--- config.mk ---
export PLATFORM = sky130hd
export DESIGN_NAME = lta_div
export DESIGN_NICKNAME = d
export VERILOG_FILES = /design/src/rtl/core/lta_div.sv
export SDC_FILE = /design/constraint.sdc
export NUM_CORES = 1
export LEC_CHECK = 0
export BUFFER_PORTS_ARGS = -buffer_cell sky130_fd_sc_hd__buf_2
export CAP_MARGIN = 40
export CORE_ASPECT_RATIO = 1.5
export CORE_UTILIZATION = 65
export DETAILED_ROUTE_END_ITERATION = 8
export MAX_ROUTING_LAYER = met4
export PLACE_DENSITY = 0.79
export SYNTH_ARGS = -nofsm -noshare
export SYNTH_HDL_FRONTEND = slang
export SYNTH_SLANG_ARGS = --single-unit
--- constraint.sdc ---
create_clock -name clk_i -period 6.53 [get_ports clk_i]
set_input_delay 0.653 -clock clk_i [delete_from_list [all_inputs] [get_ports clk_i]]
set_output_delay 0.653 -clock clk_i [all_outputs]
set_load 0.05 [all_outputs]
--- src/rtl/core/lta_div.sv ---
// Pipelined restoring divider, one quotient bit per stage, several lanes
// sharing valid and sideband. Depends on nothing.
`default_nettype none

module lta_div #(
  parameter int LANES = 1,
  parameter int XW    = 8,
  parameter int SH    = 0,
  parameter int DW    = 8,
  parameter int SBW   = 1
) (
  input  wire logic                clk_i,
  input  wire logic                rst_ni,
  input  wire logic                en_i,
  input  wire logic                valid_i,
  input  wire logic [XW-1:0]       x_i    [LANES],
  input  wire logic [DW-1:0]       den_i  [LANES],
  input  wire logic [SBW-1:0]      side_i,
  output logic                     valid_o,
  output logic [XW+SH-1:0]         quo_o  [LANES],
  output logic [DW-1:0]            rem_o  [LANES],
  output logic [SBW-1:0]           side_o
);

  localparam int NW = XW + SH;

  logic            vld_q  [NW];
  logic [SBW-1:0]  side_q [NW];
  logic [NW-1:0]   nq_q   [NW][LANES];
  logic [DW-1:0]   rem_q  [NW][LANES];
  logic [DW-1:0]   den_q  [NW][LANES];

  for (genvar k = 0; k < NW; k++) begin : g_stage
    logic            vld_in;
    logic [SBW-1:0]  side_in;
    logic [NW-1:0]   nq_in  [LANES];
    logic [DW-1:0]   rem_in [LANES];
    logic [DW-1:0]   den_in [LANES];
    logic [DW:0]     trial  [LANES];
    logic            ge     [LANES];
    logic [NW-1:0]   nq_d   [LANES];
    logic [DW-1:0]   rem_d  [LANES];

    if (k == 0) begin : g_first
      always_comb begin
        vld_in  = valid_i;
        side_in = side_i;
        for (int l = 0; l < LANES; l++) begin
          nq_in[l]  = NW'(x_i[l]) << SH;
          rem_in[l] = '0;
          den_in[l] = den_i[l];
        end
      end
    end else begin : g_next
      always_comb begin
        vld_in  = vld_q[k-1];
        side_in = side_q[k-1];
        for (int l = 0; l < LANES; l++) begin
          nq_in[l]  = nq_q[k-1][l];
          rem_in[l] = rem_q[k-1][l];
          den_in[l] = den_q[k-1][l];
        end
      end
    end

    always_comb begin
      for (int l = 0; l < LANES; l++) begin
        trial[l] = {rem_in[l], nq_in[l][NW-1]};
        ge[l]    = trial[l] >= {1'b0, den_in[l]};
        rem_d[l] = ge[l] ? DW'(trial[l] - {1'b0, den_in[l]}) : trial[l][DW-1:0];
        nq_d[l]  = {nq_in[l][NW-2:0], ge[l]};
      end
    end

    always_ff @(posedge clk_i or negedge rst_ni) begin
      if (!rst_ni) begin
        vld_q[k] <= 1'b0;
      end else if (en_i) begin
        vld_q[k] <= vld_in;
      end
    end

    always_ff @(posedge clk_i) begin
      if (en_i) begin
        side_q[k] <= side_in;
        for (int l = 0; l < LANES; l++) begin
          nq_q[k][l]  <= nq_d[l];
          rem_q[k][l] <= rem_d[l];
          den_q[k][l] <= den_in[l];
        end
      end
    end
  end

  assign valid_o = vld_q[NW-1];
  assign side_o  = side_q[NW-1];
  always_comb begin
    for (int l = 0; l < LANES; l++) begin
      quo_o[l] = nq_q[NW-1][l];
      rem_o[l] = rem_q[NW-1][l];
    end
  end

endmodule

`default_nettype wire

==> results by group <==
Run status
  – Outcome: finished clean

Cells and area
  – Nets: 824
  – Final core occ: 0.741
  – Share of post-route cells with drive strength above 1: 0.157
  – Diode count: 0
  – Area Overhead vs Synth: 10.5%
  – Final Non-Filler Cells: 943

Synth
  – Top-area cell type share of the netlist area: 0.609
  – Syn Inst Count: 685
  – Synth area leaders: edfxtp_1, ha_1, mux2_2
  – Post-synth EDFFs: 192
  – Mapped Area: 9460 µm²
  – Yosys top cell by area: edfxtp_1
  – Ys async rst share: 0.0400
  – Seq/Total Area, Yosys: 0.630
  – Flops & latches, synth: 200
  – Ys flop type: edfxtp_1
  – Cell variety after synth: 54
  – Syn Nets: 771
  – Avg Inst Size Synth: 13.8 µm²
  – Yosys warns: 0

Critical path
  – CP top delay family: compound AO/OA/AOI/OAI gates
  – CP endpoint kind: flop
  – Worst Setup Start Kind: flop
  – Max stage delay cell, worst path: a221oi_2
  – CP Data Required Time: 6.71 ns
  – Crit path cell chain: ha_1 > a21oi_1 > o21ai_0 > a221oi_2 > inv_1 > o22a_1
  – Worst Path Buf+Inv: 1
  – Crit path kind: reg -> reg
  – Worst Path Arrival: 2.90 ns
  – Max incr delay on CP: 0.92 ns
  – CP max FO: 16

STA
  – Final worst path period need: 2.72 ns
  – Clock skew: 0.0123 ns
  – Setup TNS: 0 ns
  – Relative slew slack: 0.278
  – Final slew viol count: 0
  – Hold Violations, Final: 0
  – Max Freq: 0.368 GHz
  – Unrepaired setup endpoints after global routing: false
  – Final period utilization: 0.416
  – Final setup violation count: 0
  – Final WS setup: 3.81 ns
  – Slew @ Worst Pin: 1.08 ns

Routing
  – DRC violations left: 0
  – Met2 wire len: 9.70 mm
  – Highest Signal Layer: met4
  – Pre-antenna DRT Iters: 5
  – Wire length on met3: 359 µm
  – Final ANT Viol Nets: 0
  – Vias: 5,464
  – DRT met1 WL: 5.45 mm
  – Post-DR wirelength/cell: 17.1 µm
  – Vias/cell: 5.79
  – 1st-iter DRT viols: 235
  – Drt total wl: 16.1 mm

Die
  – Placeable Area: 14,100 µm²
  – Core Rows: 53
  – I/O pin total: 39
  – Die area: 15,100 µm²
  – Vert. Die Dim: 150 µm
  – Starting Density: 0.670
  – Die width: 101 µm

Worst hold path
  – HP Class: in -> async

CTS
  – CTS tree: done
  – CTS buffer count: 17
  – CTS clock-pin slew for the worst setup and hold paths: 0.07 ns
  – # clock sinks: 200
  – Maximum clock path buffer count: 2
  – Worst-Skew Late Latency: 0.43 ns
  – Post-CTS Setup Bufs: 0
  – Number of gates resized after CTS: 0
  – Hold_buf cts: 0
  – Root Driver: clkbuf_16
  – H-tree depth: 4

GRT
  – Grt ovf: 0
  – Largest net degree at the start of global routing: 98
  – First-pass GRT wire length: 26.1 mm
  – Initial antenna violation count: 0
  – Vias in the first global route: 5,809
  – Overall Global Routing Usage: 0.240

Flow run
  – MaxCap Viol Count: 0

Power and ir drop
  – Cell Pwr Density: 388 nW/µm²
  – Pwr Total: 4.06 mW
  – Peak supply drop: 220 µV
  – Static Leak: 4.12 nW

Placement
  – Placed cell count: 911
  – RD Place Congestion: 0.877
  – Port Buffer Count: 38
  – HPWL Detailed: 11.6 mm
  – Worst slack, placed: 3.88 ns
-- area by class of cell --
class                           count  area, µm²
Clock buffer                       19        443
Clock inverter                     13        114
Fill cell                         875       3660
Inverter                           81        304
Multi-Input combinational cell    398       3160
Sequential cell                   200       5970
Tap cell                          192        240
Timing Repair Buffer               40        234
-- Yosys cell counts (all sizes together) (4+ instances only) --
master,number
a21boi,8
o31ai,4
edfxtp,192
inv,81
nand2,31
o21a,10
nand2b,9
a21o,12
nor3,9
ha,58
dfrtp,8
fa,7
nor2,22
o21ai,40
o31a,4
mux2,30
xnor2,14
and2,6
a21oi,41
mux2i,10
xor2,10
nor2b,11
nand3,12
a211oi,5
-- through the flow --
| step | hold WS [ns] | area [µm²] |
|---|---|---|
| 3_5_place_dp | 0.405 | 9900 |
| 4_1_cts | 0.0356 | 10500 |
| 6_report | 0.0434 | 10500 |
| 2_1_floorplan | 0.357 | 9460 |
| 5_1_grt | 0.0391 | 10500 |
| 3_3_place_gp | 0.401 | 9880 |
-- cell usage in the layout, fill, tap and decap left out, drive strengths merged, types with 4 or more instances in the layout --
| master | synthesis | routed |
|---|---|---|
| clkinv | 0 | 7 |
| o31ai | 4 | 4 |
| ha | 58 | 58 |
| a211oi | 5 | 5 |
| nand2 | 31 | 31 |
| o21ai | 40 | 40 |
| xor2 | 10 | 10 |
| a21o | 12 | 12 |
| dfrtp | 8 | 8 |
| fa | 7 | 7 |
| edfxtp | 192 | 192 |
| and2 | 6 | 6 |
| a21oi | 41 | 41 |
| mux2 | 30 | 30 |
| nor2b | 11 | 11 |
| nand2b | 9 | 9 |
| nor3 | 9 | 9 |
| inv | 81 | 86 |
| buf | 3 | 39 |
| a21boi | 8 | 8 |
| o31a | 4 | 4 |
| clkbuf | 3 | 20 |
| o21a | 10 | 10 |
| xnor2 | 14 | 14 |
| nor2 | 22 | 22 |
| nand3 | 12 | 12 |
| mux2i | 10 | 10 |
-- final timing paths --
kind | startpoint | endpoint | slack [ns] | cells past startpoint
worst min register to register | side_q[1][2] | side_q[1][3] | 0.41 | 0
max in group asynchronous | rst_ni | g_stage[1].vld_in | 6.32 | 1
worst min-delay path | rst_ni | g_stage[6].vld_in | 0.04 | 1
min in group clk_i | side_i | side_q[0][0] | 0.39 | 1
worst max register to register | rem_q[0][21] | rem_q[0][31] | 3.81 | 6
worst max-delay path | rem_q[0][21] | rem_q[0][31] | 3.81 | 6
-- logic make-up after synthesis --
| family | Yosys count | synth area share |
|---|---|---|
| XOR/XNOR | 24 | 0.0222 |
| AND/OR/NAND/NOR | 124 | 0.0674 |
| buffers and inverters | 87 | 0.0357 |
| adder cells (fa/ha/maj) | 65 | 0.0915 |
| multiplexers | 40 | 0.0463 |
| AO/OA/AOI/OAI | 145 | 0.107 |
| flip-flops | 200 | 0.630 |
-- sequential cells by signal, summed over array words and instances, names as in the netlist --
signal / cells
rem_q: 64
nq_q: 64
valid_o: 1
side_q: 8
g_stage.vld_in: 7
den_q: 56
-- layer usage --
metal  global-route usage  vias to the layer above
li1                     -                     2641
met1                0.200                     2650
met2                0.485                      126
met3               0.0448                       47
met4                0.112                        0
met5                    -                        -
-- report_power, final --
part           leakage (nW)  internal (mW)  switching, mW
clock network         0.272          0.508          0.476
registers              1.96           1.70         0.0891
logic                  1.89          0.540          0.749
total                  4.12           2.75           1.31
(Power assumes the default switching activity.)
