--- config.mk ---
export PLATFORM = sky130hd
export DESIGN_NAME = lta_skid
export DESIGN_NICKNAME = d
export VERILOG_FILES = /design/src/rtl/core/lta_skid.sv
export SDC_FILE = /design/constraint.sdc
export NUM_CORES = 1
export LEC_CHECK = 0
export ABC_AREA = 1
export BUFFER_PORTS_ARGS = -buffer_cell sky130_fd_sc_hd__clkbuf_2
export CORE_MARGIN = 3
export CORE_UTILIZATION = 35
export DETAILED_ROUTE_END_ITERATION = 7
export PLACE_DENSITY = 0.69
export SLEW_MARGIN = 20
export SYNTH_ARGS = -nofsm -noshare
export SYNTH_HDL_FRONTEND = slang
export SYNTH_SLANG_ARGS = --single-unit
--- constraint.sdc ---
create_clock -name clk_i -period 2 [get_ports clk_i]
set_clock_uncertainty 0.05 [all_clocks]
set_input_delay 0.2 -clock clk_i [delete_from_list [all_inputs] [get_ports clk_i]]
set_output_delay 0.2 -clock clk_i [all_outputs]
set_load 0.005 [all_outputs]
--- src/rtl/core/lta_skid.sv ---
// Output register plus skid entry; parts pipeline advance from the
// receiver's stall. Depends on nothing.
`default_nettype none

module lta_skid #(
  parameter int DW = 16
) (
  input  wire logic          clk_i,
  input  wire logic          rst_ni,
  input  wire logic          valid_i,
  input  wire logic [DW-1:0] data_i,
  output logic               ready_o,
  output logic               valid_o,
  output logic [DW-1:0]      data_o,
  input  wire logic          stall_i
);

  logic          ov_q, sv_q;
  logic [DW-1:0] od_q, sd_q;
  logic          take, out_free;

  assign ready_o  = !sv_q;
  assign take     = valid_i && !sv_q;
  assign out_free = !ov_q || !stall_i;

  always_ff @(posedge clk_i or negedge rst_ni) begin
    if (!rst_ni) begin
      ov_q <= 1'b0;
      sv_q <= 1'b0;
    end else if (out_free) begin
      if (sv_q) begin
        ov_q <= 1'b1;
        sv_q <= 1'b0;
      end else begin
        ov_q <= take;
      end
    end else if (take) begin
      sv_q <= 1'b1;
    end
  end

  always_ff @(posedge clk_i) begin
    if (out_free) begin
      od_q <= sv_q ? sd_q : data_i;
    end else if (take) begin
      sd_q <= data_i;
    end
  end

  assign valid_o = ov_q;
  assign data_o  = od_q;

endmodule

`default_nettype wire

==> results by group, run 1 <==
Outcome
  – Status: finished clean

Clock network
  – Maximum buffer depth of the clock tree: 2
  – Clock root buffer: clkbuf_4
  – H-tree depth: 2
  – Reg clk slew, reported paths: 0.10 ns
  – Post-cts gate resize count: 0
  – Num CTS Buffers: 5
  – Worst-Skew Late Latency: roughly 0.32 ns
  – CTS tree: done
  – Post-CTS Setup Inserts: 0
  – Total clock sinks: 34

Floorplan
  – Number of top-level pins: 38
  – Die Ht: approximately 66 um
  – Core area: roughly 3400 um^2
  – Die outline area: ~4400 um^2
  – Initial Util: between 30% and 40%
  – Die width: around 66 um
  – Rows: 21

Cells and area
  – Nets: 160
  – Share of cells above drive strength 1: roughly a third
  – Post-layout util: between 40 and 50%
  – ANT cells: 0
  – Layout area overhead: 25.59%
  – Finished Layout Cells: ~190

Timing
  – Fin. max-slew vios: 0
  – Final setup vio count: 0
  – Final Critical Period: around 1.7 ns
  – Final worst path period share: between 80% and 90%
  – Tightest Pin Transition: slightly below 0.7 ns
  – Max Clock Freq: between 0.6 and 0.7 GHz
  – Relative slew slack: 54.23%
  – TNS Setup: 0 ns
  – RSZ-0062 raised after global routing: no
  – Hold Vio Cnt, Final: 0

Routing
  – DRC Markers: 0
  – Total Wirelength: between 2 and 2.5 mm
  – Per-cell routed wire length: around 11 um
  – Via density: between 4 and 5
  – First drt pass iteration count: 6
  – Vias: approximately 780
  – Detail Route Antenna Nets: 0
  – Starting DRT DRC Count: 18

Synthesis
  – Register area share after synthesis: ~80%
  – Mean Syn Cell Area: ~14 um^2
  – Post-synth top area cell: edfxtp_1
  – Syn_nets: 112
  – Share of the synthesized area in the top cell type: roughly 76%
  – Synth cell types: 9
  – Post-Syn Area: approximately 1300 um^2
  – Post-Synthesis Cells: 92
  – #FFs+latches synth: 34
  – Area contributors post-synth: edfxtp_1, nand2_1, dfrtp_1, nand2_2, buf_8
  – Yosys warnings: 0

GRT
  – Total grt overflow: 0
  – Largest net degree at the start of global routing: 19
  – Gr usage total: ~11%
  – First-pass GRT wire length: ~3.4 mm
  – Antenna violations before repair: 0
  – Vias in the first global route: ~760

Placement
  – Final HPWL DP: 1.513 mm
  – Gpl congestion: between 0.6 and 0.7
  – Number of port buffers: 37
  – Placed insts: 174

Setup path
  – Critical-path maximum fanout: 18
  – CP Capture Type: primary output
  – CP max stage cell: dfrtp_1
  – CP Class: reg -> out
  – Critical path arrival: about 1.4 ns
  – Slowest stage delay, CP: ~0.79 ns
  – CP Cell Sequence: inv_8, clkbuf_2
  – Critical Path RT: between 1.5 and 2 ns
  – CP startpoint kind: flop

Pwr
  – Pwr dens: about 840 nW/um^2
  – Total leakage power: approximately 0.70 nW
  – Maximum vdd drop: just under 0.4 mV

Min path
  – Worst hold path class: in -> reg

Run
  – Number of max-cap violations: 0
==> worst max-delay path, delay by kind of cell (launching register included) <==
family,cells,cell delay (ns)
buf+inv,2,0.29
flops,1,0.79
==> layer usage <==
layer / global-route usage, % / vias to the layer above / part of all wire [%]
met5: 0 / - / 0
met4: 4.569 / 0 / 2.0
met3: 5.102 / 5 / 6.2
met2: 17.47 / 24 / 50
met1: 12.22 / 350 / 41
li1: - / 402 / -
==> path summary, 6_finish.rpt <==
kind	startpoint	end	slack (ns)	cells after the start
max in group asynchronous	rst_ni	sv_q	1.66	2
min in group asynchronous	rst_ni	valid_o	0.15	2
worst min-delay path	data_i[13]	sd_q[13]	0.02	1
worst max-delay path	sv_q	ready_o	0.34	2
worst max register to register	sv_q	sd_q[5]	0.36	4
worst min register to register	sd_q[3]	data_o[3]	0.47	2
==> per-stage QoR <==
stage	power (W)	hold WS, ns	setup WS (ns)	instance area, um^2
finish	0.001339	0.02430	0.3392	1590
global route	0.001400	0.001412	0.2269	1590
CTS	0.001346	0.004145	0.3274	1550
detailed placement	0.001013	-0.05941	0.3801	1490
global placement	0.001008	-0.06163	0.4540	1490
floorplan	0.0009436	-0.1456	0.03778	1266
==> cell usage after synthesis <==
cell type,count
buf_6,1
nand2_2,3
inv_8,1
nand2_1,48
buf_8,1
dfrtp_1,2
nor2_1,3
edfxtp_1,32
buf_4,1
==> placed cells by master (no fill, tap or decap) <==
cell / netlist / layout
nand2_1: 48 / 48
clkbuf_4: 0 / 5
clkbuf_1: 0 / 1
inv_8: 1 / 1
dlygate4sd3_1: 0 / 5
clkinv_1: 0 / 1
nor2_1: 3 / 3
clkinv_2: 0 / 1
buf_4: 1 / 2
edfxtp_1: 32 / 32
nand2_2: 3 / 3
clkbuf_2: 0 / 37
dfrtp_1: 2 / 2
==> state kept, by name (all words and copies together) (netlist names) <==
name	count
sd_q	16
valid_o	1
data_o	16
sv_q	1
==> where the power goes <==
group / internal, W / total, W / switching (W)
clock: 0.000132 / 0.000338 / 0.000206
sequential: 0.000841 / 0.000863 / 0.0000213
combinational: 0.0000631 / 0.000139 / 0.0000755
==> cell type report <==
type	instances	area (um^2)
Clock buffer	6	41.29
Clock inverter	2	8.758
Fill cell	336	1826
Inverter	1	11.26
Multi-Input combinational cell	54	210.2
Sequential cell	34	1011
Tap cell	46	57.56
Timing Repair Buffer	44	250.2
==> repair_timing <==
item | 4_1_cts | 5_1_grt
setup endpoints to repair | 0 | 0
hold buffers | 1 | 4
hold endpoints to repair | 2 | 4
==> cells by family after synthesis <==
logic type | synth area share, %
flops | 79.84
buf+inv | 3.557
simple gates | 16.60
Note: power is estimated with default switching activity, not from simulation.
==> inputs of run 2 (changes only) <==
clock period = 1.47 ns   (was 2 ns; I/O delays follow)
==> run 2 against run 1 <==
- flip-flop and latch count stayed put
- highest routed layer unchanged
- sequential power is 36% higher
- critical path type is now reg -> reg
- clock power is 38% higher
- via count is 5.8% higher
- die area stayed put
- final area is 11% higher
- first-iteration DRC count is 50% higher
==> results by group, run 2 (synthesis gave the netlist of run 1 again) <==
GRT
  – Vias in the first global route: 832 (+10%)
  – Total grt overflow: 0 (unchanged)
  – Gr usage total: 11.23% (+0.40 points)
  – Antenna violations before repair: 0 (unchanged)
  – Largest net degree at the start of global routing: 18 (-1)
  – First-pass GRT wire length: 3.594 mm (+6.1%)

Floorplan
  – Rows: 21 (unchanged)
  – Core area: 3416 um^2 (unchanged)
  – Die width: 66.15 um (unchanged)
  – Die Ht: 66.15 um (unchanged)
  – Initial Util: 37.07% (unchanged)
  – Number of top-level pins: 38 (unchanged)
  – Die outline area: 4375 um^2 (unchanged)

Placement
  – Placed cell areas: 1543 um^2 (+3.5%)
  – Final HPWL DP: 1.541 mm (+1.8%)
  – Number of port buffers: 37 (unchanged)
  – Placed insts: 178 (+2.3%)
  – Gpl congestion: 0.6620 (+5.4%)

Cells and area
  – Layout filler cell count: 319 (-5.1%)
  – Nets: 176 (+10%)
  – Commonest cells after routing, fill and taps aside: nand2_1, clkbuf_2, edfxtp_1, dlygate4sd3_1, clkbuf_4
  – Layout area overhead: 39.43%
  – Most common cell after layout, fill and taps aside: nand2_1
  – ANT cells: 0 (unchanged)
  – Finished Layout Cells: 203 (+8.6%)
  – Fin area: 1765 um^2 (+11%)
  – Share of cells above drive strength 1: 34.39% (-0.36 points)

Clock network
  – CTS tree: done
  – Maximum buffer depth of the clock tree: 2 (unchanged)
  – H-tree depth: 2 (unchanged)
  – Total clock sinks: 34 (unchanged)
  – Post-cts gate resize count: 0 (unchanged)
  – Num CTS Buffers: 5 (unchanged)
  – Clock root buffer: clkbuf_4
  – Reg clk slew, reported paths: 0.09 ns (about the same)
  – Worst-Skew Late Latency: 0.33 ns (about the same)

Routing
  – Total Wirelength: 2.191 mm (+2.0%)
  – Via density: 4.069 (-2.6%)
  – Starting DRT DRC Count: 27 (+9)
  – DRC Markers: 0 (unchanged)
  – Detail Route Antenna Nets: 0 (unchanged)
  – Vias: 826 (+5.8%)
  – Per-cell routed wire length: 10.79 um (-6.1%)
  – First drt pass iteration count: 4 (-2)

Timing
  – Max Clock Freq: between 0.7 and 0.8 GHz
  – RSZ-0062 raised after global routing: no
  – Fin. max-slew vios: 0 (unchanged)
  – Final worst path period share: between 80% and 90%
  – Relative slew slack: 86.84% (+33 points)
  – Final Critical Period: approximately 1.3 ns
  – Min Hold Slack: 0.07254 ns (+0.04824 ns)
  – Tightest Pin Transition: 0.1975 ns (-0.4890 ns)
  – Hold Vio Cnt, Final: 0 (unchanged)
  – TNS Setup: 0 ns (unchanged)
  – Final setup vio count: 0 (unchanged)

Setup path
  – CP Class: reg -> reg
  – Critical path arrival: 1.32 ns (-0.09 ns)
  – CP startpoint kind: flop
  – Reg2Reg Setup Slack: 0.16 ns (-0.20 ns)
  – Crit path from: sv_q
  – Worst reg2reg startpoint: sv_q
  – CP Capture Type: flop
  – Critical-path maximum fanout: 18 (unchanged)
  – Reg2reg end: sd_q[14]
  – R2R cell count: 4 (unchanged)
  – Critical Path RT: 1.47 ns (-0.28 ns)

Pwr
  – Overall power: 0.001874 W (+40%)
  – Total leakage power: 0.7775 nW (+10%)
  – Maximum vdd drop: 0.5166 mV (+31%)
  – Pwr dens: 1062 nW/um^2 (+26%)

Run
  – Number of max-cap violations: 0 (unchanged)

Outcome
  – Status: finished clean

Min path
  – Worst hold path class: in -> async
run 2: how the worst max path moves through the flow:
stage          cells after the start  slack (ns)        to
3_3_place_gp                       4        0.28  sd_q[15]
3_5_place_dp                       4        0.26  sd_q[14]
6_report                           4        0.16  sd_q[14]
4_1_cts                            3        0.03   ready_o
5_1_grt                            4        0.09  sd_q[14]
2_1_floorplan                      2        0.14   sd_q[0]
run 2: routing by layer:
metal,track usage (%),vias to the layer above,wire length (um)
li1,-,432,-
met1,13.22,359,969
met2,17.72,30,1021
met3,4.082,5,165
met4,6.091,0,34
met5,0,-,0
run 2: through the flow:
stage / util [%] / setup slack (ns)
after floorplan: - / 0.1360
after global placement: 45.16 / 0.2812
after detailed placement: 45.16 / 0.2627
after CTS: 51.90 / 0.03297
after global routing: 51.69 / 0.08579
final: 51.69 / 0.1556
run 2: worst max-delay path: stages (launching register included):
cell and delay [ns]:
dfrtp_1 0.45, inv_8 0.14, nand2_1 0.10, nor2_4 0.14
buf_4 0.16
run 2: timing repair:
action / in CTS / in global routing
buffers inserted: 0 / 0
endpoints found under the hold margin: 19 / 0
endpoints found under the setup margin: 0 / 1
hold buffers: 18 / 0
run 2: power by group:
group | total [W] | switching [W] | leakage [nW] | internal [W]
Combinational | 0.000240 | 0.000119 | 0.416 | 0.000120
Clock | 0.000468 | 0.000288 | 0.0297 | 0.000179
Sequential | 0.00117 | 0.0000218 | 0.332 | 0.00115
Total | 0.00187 | 0.000429 | 0.778 | 0.00144
run 2: area by class of cell:
type / count / area [um^2] / area share [%]
well taps: 46 / 57.56 / 3.260
clock buffers: 6 / 41.29 / 2.339
inverters: 1 / 11.26 / 0.6378
repair buffers: 60 / 415.4 / 23.53
clock inverters: 2 / 8.758 / 0.4961
multi-input cells: 54 / 220.2 / 12.47
flip-flops and latches: 34 / 1011 / 57.26
