### src/rtl/core/lta_pkg.sv
// Shared types and constants for the RGB565 lightness adjust core.
// No dependencies.
`default_nettype none

package lta_pkg;

  localparam int COLOR_W   = 16;
  localparam int CH_W      = 8;
  localparam int CFG_IDX_W = 2;
  localparam int CFG_W     = 8;

  // register reset values
  localparam logic [CFG_W-1:0] LUM_STEP_RST     = 8'd10;
  localparam logic [CFG_W-1:0] STEP_MIN_RST     = 8'd0;
  localparam logic [CFG_W-1:0] STEP_MAX_RST     = 8'd20;
  localparam logic [CFG_W-1:0] STEP_DEFAULT_RST = 8'd10;

  typedef enum logic [CFG_IDX_W-1:0] {
    CFG_LUM_STEP     = 2'd0,
    CFG_STEP_MIN     = 2'd1,
    CFG_STEP_MAX     = 2'd2,
    CFG_STEP_DEFAULT = 2'd3
  } cfg_idx_e;

  // segment of the HSL hue-to-channel curve
  typedef enum logic [1:0] {
    PIECE_RISE,
    PIECE_HIGH,
    PIECE_FALL,
    PIECE_LOW
  } piece_e;

endpackage

`default_nettype wire

### src/rtl/core/lta_chan.sv
// Hue-to-channel stage: one RGB channel from p, q and hue offset t, 4 stages.
// Depends on lta_pkg.
`default_nettype none

module lta_chan #(
  parameter int FRAC_BITS = 16
) (
  input  wire logic                     clk_i,
  input  wire logic                     en_i,
  input  wire logic [FRAC_BITS:0]       p_i,
  input  wire logic [FRAC_BITS:0]       q_i,
  input  wire logic [FRAC_BITS:0]       t_i,
  output logic [lta_pkg::CH_W-1:0]      chan_o
);

  localparam int F  = FRAC_BITS;
  localparam int FW = F + 1;
  localparam logic [F:0] SIXTH      = FW'((1 << F) / 6);
  localparam logic [F:0] HALF       = FW'((1 << F) / 2);
  localparam logic [F:0] TWO_THIRDS = FW'((2 * (1 << F)) / 3);

  lta_pkg::piece_e mode_d, mode1_q, mode2_q;
  logic [F:0]      fac_d, fac1_q;
  logic [F:0]      dif1_q, p1_q, q1_q, p2_q, q2_q, v_d, v3_q;
  logic [F+2:0]    six_t, six_x;
  logic [F:0]      x_fall;
  logic [2*F+1:0]  prod2_q;
  logic [F+1:0]    vsum;
  logic [F+8:0]    v255;
  logic [8:0]      ch9;
  logic [lta_pkg::CH_W-1:0] ch_q;

  // segment select and slope factor
  always_comb begin
    six_t  = ({2'b0, t_i} << 2) + ({2'b0, t_i} << 1);
    x_fall = TWO_THIRDS - t_i;
    six_x  = ({2'b0, x_fall} << 2) + ({2'b0, x_fall} << 1);
    if (t_i < SIXTH) begin
      mode_d = lta_pkg::PIECE_RISE;
      fac_d  = six_t[F:0];
    end else if (t_i < HALF) begin
      mode_d = lta_pkg::PIECE_HIGH;
      fac_d  = '0;
    end else if (t_i < TWO_THIRDS) begin
      mode_d = lta_pkg::PIECE_FALL;
      fac_d  = six_x[F:0];
    end else begin
      mode_d = lta_pkg::PIECE_LOW;
      fac_d  = '0;
    end
  end

  always_comb begin
    vsum = {1'b0, p2_q} + prod2_q[2*F+1:F];
    case (mode2_q)
      lta_pkg::PIECE_RISE,
      lta_pkg::PIECE_FALL: v_d = vsum[F:0];
      lta_pkg::PIECE_HIGH: v_d = q2_q;
      default:             v_d = p2_q;
    endcase
    v255 = ({8'b0, v3_q} << 8) - {8'b0, v3_q};
    ch9  = v255[F+8:F];
  end

  always_ff @(posedge clk_i) begin
    if (en_i) begin
      mode1_q <= mode_d;
      fac1_q  <= fac_d;
      dif1_q  <= q_i - p_i;
      p1_q    <= p_i;
      q1_q    <= q_i;
      mode2_q <= mode1_q;
      prod2_q <= (2*F+2)'(dif1_q) * (2*F+2)'(fac1_q);
      p2_q    <= p1_q;
      q2_q    <= q1_q;
      v3_q    <= v_d;
      ch_q    <= ch9[8] ? 8'd255 : ch9[7:0];
    end
  end

  assign chan_o = ch_q;

endmodule

`default_nettype wire

### config.mk
export PLATFORM = sky130hd
export DESIGN_NAME = lta_chan
export DESIGN_NICKNAME = d
export VERILOG_FILES = /design/src/rtl/core/lta_pkg.sv /design/src/rtl/core/lta_chan.sv
export SDC_FILE = /design/constraint.sdc
export NUM_CORES = 1
export LEC_CHECK = 0
export BUFFER_PORTS_ARGS = -buffer_cell sky130_fd_sc_hd__buf_4
export CAP_MARGIN = 20
export CELL_PAD_IN_SITES_DETAIL_PLACEMENT = 0
export CELL_PAD_IN_SITES_GLOBAL_PLACEMENT = 1
export CORE_ASPECT_RATIO = 1.1
export CORE_MARGIN = 2
export CORE_UTILIZATION = 40
export DETAILED_ROUTE_END_ITERATION = 6
export PLACE_DENSITY = 0.63
export SETUP_SLACK_MARGIN = 0.1
export SLEW_MARGIN = 0
export SYNTH_ARGS = -nofsm -noshare
export SYNTH_HDL_FRONTEND = slang
export SYNTH_SLANG_ARGS = --single-unit
### constraint.sdc
create_clock -name clk_i -period 6.5 [get_ports clk_i]
set_input_delay 1.3 -clock clk_i [delete_from_list [all_inputs] [get_ports clk_i]]
set_output_delay 1.3 -clock clk_i [all_outputs]
set_load 0.01 [all_outputs]
==> flow_summary.html <==
<table>
<tr><th>Metric</th><th>Value</th></tr>
<tr><th colspan="2">Global route</th></tr>
<tr><td>Initial antenna violation count</td><td>0</td></tr>
<tr><td>Number of global-route vias before repair</td><td>roughly 12000</td></tr>
<tr><td>Sum of overflow across all layers after global routing</td><td>0</td></tr>
<tr><td>Maximum number of pins on one net before global-route repair</td><td>90</td></tr>
<tr><td>All-Layer GR Usage</td><td>0.1905</td></tr>
<tr><td>Global-route wire length before repair</td><td>~67 mm</td></tr>
<tr><th colspan="2">Detailed routing</th></tr>
<tr><td>Antenna Violating Nets Remaining</td><td>0</td></tr>
<tr><td>Count of TritonRoute iterations in the first routing pass</td><td>5</td></tr>
<tr><td>Routed length per instance</td><td>between 15 and 20 um</td></tr>
<tr><td>Number of design rule violations left after detail routing</td><td>0</td></tr>
<tr><td>WL final</td><td>between 40 and 50 mm</td></tr>
<tr><td>Initial detailed-routing violation count</td><td>around 570</td></tr>
<tr><td>Vias/cell</td><td>4.933</td></tr>
<tr><td>Vias</td><td>12040</td></tr>
<tr><th colspan="2">Synth</th></tr>
<tr><td>Share of synthesized area occupied by flip-flops and latches</td><td>0.2535</td></tr>
<tr><td>Per-instance average area after synthesis</td><td>~10 sq um</td></tr>
<tr><td>Asr flop ratio synth</td><td>0</td></tr>
<tr><td>Cell Area, Synth</td><td>between 0.015 and 0.02 sq mm</td></tr>
<tr><td>Flop and latch count out of synthesis</td><td>between 100 and 150</td></tr>
<tr><td>Dominant register cell in the synthesized netlist</td><td>edfxtp_1</td></tr>
<tr><td>Cell taking the most area after synthesis</td><td>edfxtp_1</td></tr>
<tr><td>Number of synthesized flops with an enable pin</td><td>around 150</td></tr>
<tr><td>Post-synthesis instance total</td><td>1745</td></tr>
<tr><td>Number of unique standard cell types used by synthesis</td><td>72</td></tr>
<tr><td>Largest cells by area after synthesis</td><td>edfxtp_1 (25%), fa_1 (24%), ha_1 (14%), inv_1 (6.9%), and2_1 (4.6%)</td></tr>
<tr><td>Syn. warnings</td><td>0</td></tr>
<tr><td>Number of nets produced by synthesis</td><td>2208</td></tr>
<tr><td>Proportion of netlist area held by the largest area contributor</td><td>0.2535</td></tr>
<tr><th colspan="2">STA</th></tr>
<tr><td>Relative slew slack</td><td>0.4182</td></tr>
<tr><td>Highest achievable clock rate</td><td>~0.16 GHz</td></tr>
<tr><td>Tmin final</td><td>~6.1 ns</td></tr>
<tr><td>Setup TNS</td><td>0 ns</td></tr>
<tr><td>Slew @ Worst Pin</td><td>between 0.8 and 0.9 ns</td></tr>
<tr><td>Final setup violation count</td><td>0</td></tr>
<tr><td>Fraction of the cycle the final worst path needs</td><td>0.9385</td></tr>
<tr><td>Unrepaired setup endpoints after global routing</td><td>false</td></tr>
<tr><td>Worst setup margin</td><td>around 0.4 ns</td></tr>
<tr><td>Count of final hold-check violations</td><td>0</td></tr>
<tr><td>Pins Over Slew Limit</td><td>0</td></tr>
<tr><td>Worst Skew</td><td>0.01208 ns</td></tr>
<tr><th colspan="2">Run status</th></tr>
<tr><td>Result of the run</td><td>finished, final reports clean</td></tr>
<tr><th colspan="2">Placement</th></tr>
<tr><td>Routability congestion estimate from global placement</td><td>between 0.8 and 0.9</td></tr>
<tr><td>Port-buffer cells</td><td>60</td></tr>
<tr><td>HPWL after detailed placement</td><td>about 33 mm</td></tr>
<tr><td>Worst slack at placement</td><td>0.2525 ns</td></tr>
<tr><th colspan="2">Critical path</th></tr>
<tr><td>Critical Path End Type</td><td>flip-flop</td></tr>
<tr><td>Critical path fanouts, max</td><td>11</td></tr>
<tr><td>Crit path arrival time</td><td>about 6.3 ns</td></tr>
<tr><td>Beginning of the worst register-to-register path</td><td>fac1_q[12]</td></tr>
<tr><td>Crit path kind</td><td>reg2reg</td></tr>
<tr><td>Data required, critical path</td><td>6.69 ns</td></tr>
<tr><td>Startpoint types</td><td>flip-flop</td></tr>
<tr><td>Launch point of the critical path</td><td>fac1_q[12]</td></tr>
<tr><th colspan="2">Finish</th></tr>
<tr><td>Diodes inserted</td><td>0</td></tr>
<tr><td>Fillcell total</td><td>~4200</td></tr>
<tr><td>Area growth from synthesis to layout</td><td>12.80%</td></tr>
<tr><td>Nets</td><td>~2300</td></tr>
<tr><td>Commonest non-fill, non-tap cells in the layout</td><td>inv_1 (321), fa_1 (210), ha_1 (200), nand2_1 (175), edfxtp_1 (147)</td></tr>
<tr><td>Fraction of final layout cells with drive strength greater than 1</td><td>0.1087</td></tr>
<tr><td>Most common cell after layout, fill and taps aside</td><td>inv_1</td></tr>
<tr><th colspan="2">Min path</th></tr>
<tr><td>Path class of the lowest-slack min-delay path</td><td>reg2reg</td></tr>
<tr><td>Hold Crit Start</td><td>p1_q[4]</td></tr>
<tr><th colspan="2">Clocking</th></tr>
<tr><td>Inserted Clock Buffers</td><td>17</td></tr>
<tr><td>Number of H-tree levels</td><td>4</td></tr>
<tr><td>Clock sink count</td><td>approximately 150</td></tr>
<tr><td>CTS clock-pin slew for the worst setup and hold paths</td><td>approximately 0.070 ns</td></tr>
<tr><td>CTS max path bufs</td><td>2</td></tr>
<tr><td>Clock tree root buffer cell</td><td>clkbuf_16</td></tr>
<tr><td>Skew-Pair Late Insertion Delay</td><td>0.45 ns</td></tr>
<tr><td>Hold buffer count at CTS</td><td>0</td></tr>
<tr><td>Clock tree from TritonCTS</td><td>done</td></tr>
<tr><th colspan="2">Floorplanning</th></tr>
<tr><td>Die W</td><td>just over 200 um</td></tr>
<tr><td>Effective utilization at floorplan</td><td>0.4036</td></tr>
<tr><td>Die footprint</td><td>between 0.04 and 0.05 sq mm</td></tr>
<tr><td>Die extent in y</td><td>about 220 um</td></tr>
<tr><td>Rows</td><td>80</td></tr>
<tr><td>Area of the core</td><td>0.04314 sq mm</td></tr>
<tr><td>Total I/O pin count</td><td>61</td></tr>
<tr><th colspan="2">Flow run</th></tr>
<tr><td>Number of max-capacitance violations reported</td><td>0</td></tr>
</table>
[logic make-up (layout without fill, tap and decap cells)]
kind of cell / count (synthesis) / count (layout) / synth area share
xor+xnor: 84 / 84 / 0.04225
compound gates: 238 / 238 / 0.09313
buf+inv: 369 / 491 / 0.07955
flops: 147 / 147 / 0.2535
mux: 16 / 16 / 0.009486
fa+ha+maj: 410 / 410 / 0.3852
simple gates: 481 / 481 / 0.1369
[what timing repair did]
| item | 4_1_cts | 5_1_grt |
|---|---|---|
| buffers inserted | 0 | 42 |
| setup endpoints to repair | 0 | 10 |
| hold endpoints to repair | 0 | 0 |
| resized for setup | 0 | 1 |
[registers in the layout, summed over array words and instances, names as in the netlist]
register  cells
dif1_q       17
p1_q         17
p2_q         17
prod2_q      17
q1_q         17
q2_q         17
v3_q         17
fac1_q       16
chan_o        8
mode1_q       2
mode2_q       2
[worst paths after layout]
path                 end  slack [ns]  cells after the start
min reg2reg      p2_q[4]        0.42                      0
max          prod2_q[28]        0.40                     19
min              p2_q[4]        0.42                      0
max reg2reg  prod2_q[28]        0.40                     19
[final cells by class]
type                            instances  area [sq um]  area share
Clock inverter                         14         127.6    0.006498
Sequential cell                       147          4414      0.2248
Multi-Input combinational cell       1229         11620      0.5917
Clock buffer                           18         429.2     0.02185
Timing Repair Buffer                  138          1125     0.05727
Tap cell                              574         718.2     0.03657
Inverter                              321          1205     0.06135
[metrics by stage]
stage                     hold WS [ns]  instances  area [sq um]    util
after detailed placement        0.4045       2367         18670  0.4329
after global routing            0.4249       2441         19640  0.4552
after CTS                       0.4175       2399         19230  0.4458
after global placement          0.4010       2367         18670  0.4329
after floorplan                 0.4003       1745         17410       -
final                           0.4157       2441         19640  0.4552
[cells in the mapped netlist (all sizes together) (3+ instances only)]
library cell / n
o21ai: 44
nor3: 20
inv: 321
o21bai: 12
o211ai: 8
o21a: 8
nor2b: 9
a31oi: 11
xor2: 29
mux2: 4
fa: 210
nor2: 71
a21o: 28
clkbuf: 48
a21oi: 67
ha: 200
xnor2: 55
nand3: 14
a311oi: 3
and3: 9
a31o: 3
o31ai: 3
a2111oi: 4
nand3b: 5
and2: 129
a21boi: 8
or3: 12
mux2i: 12
nor4: 4
a211o: 3
nand2b: 10
or2: 7
nand2: 176
o22ai: 3
nand4: 6
nor3b: 3
a211oi: 15
edfxtp: 147
[critical path, cell delays in order, from the launching register on]
cell      delay, ns
edfxtp_1       0.75
nand2_1        0.16
fa_1           0.54
inv_1          0.05
fa_1           0.47
fa_1           0.52
fa_1           0.52
fa_1           0.55
inv_1          0.05
fa_1           0.53
inv_1          0.04
ha_1           0.37
a21oi_1        0.18
o21ai_0        0.10
a21o_1         0.18
a21o_1         0.16
a21o_1         0.16
a21oi_1        0.20
o21ai_0        0.14
xor2_1         0.15
[routing by layer]
layer,track usage,vias to the layer above,wire length [um],part of all wire
li1,-,5898,-,-
met5,0,-,0,0
met3,0.02479,30,1220,0.029
met2,0.3205,152,20620,0.50
met4,0.04850,0,570,0.014
met1,0.2601,5961,18980,0.46
Power is left out: the tool's default activity adds up to more than one toggle a clock period on the data nets, which glitch-free logic cannot reach.
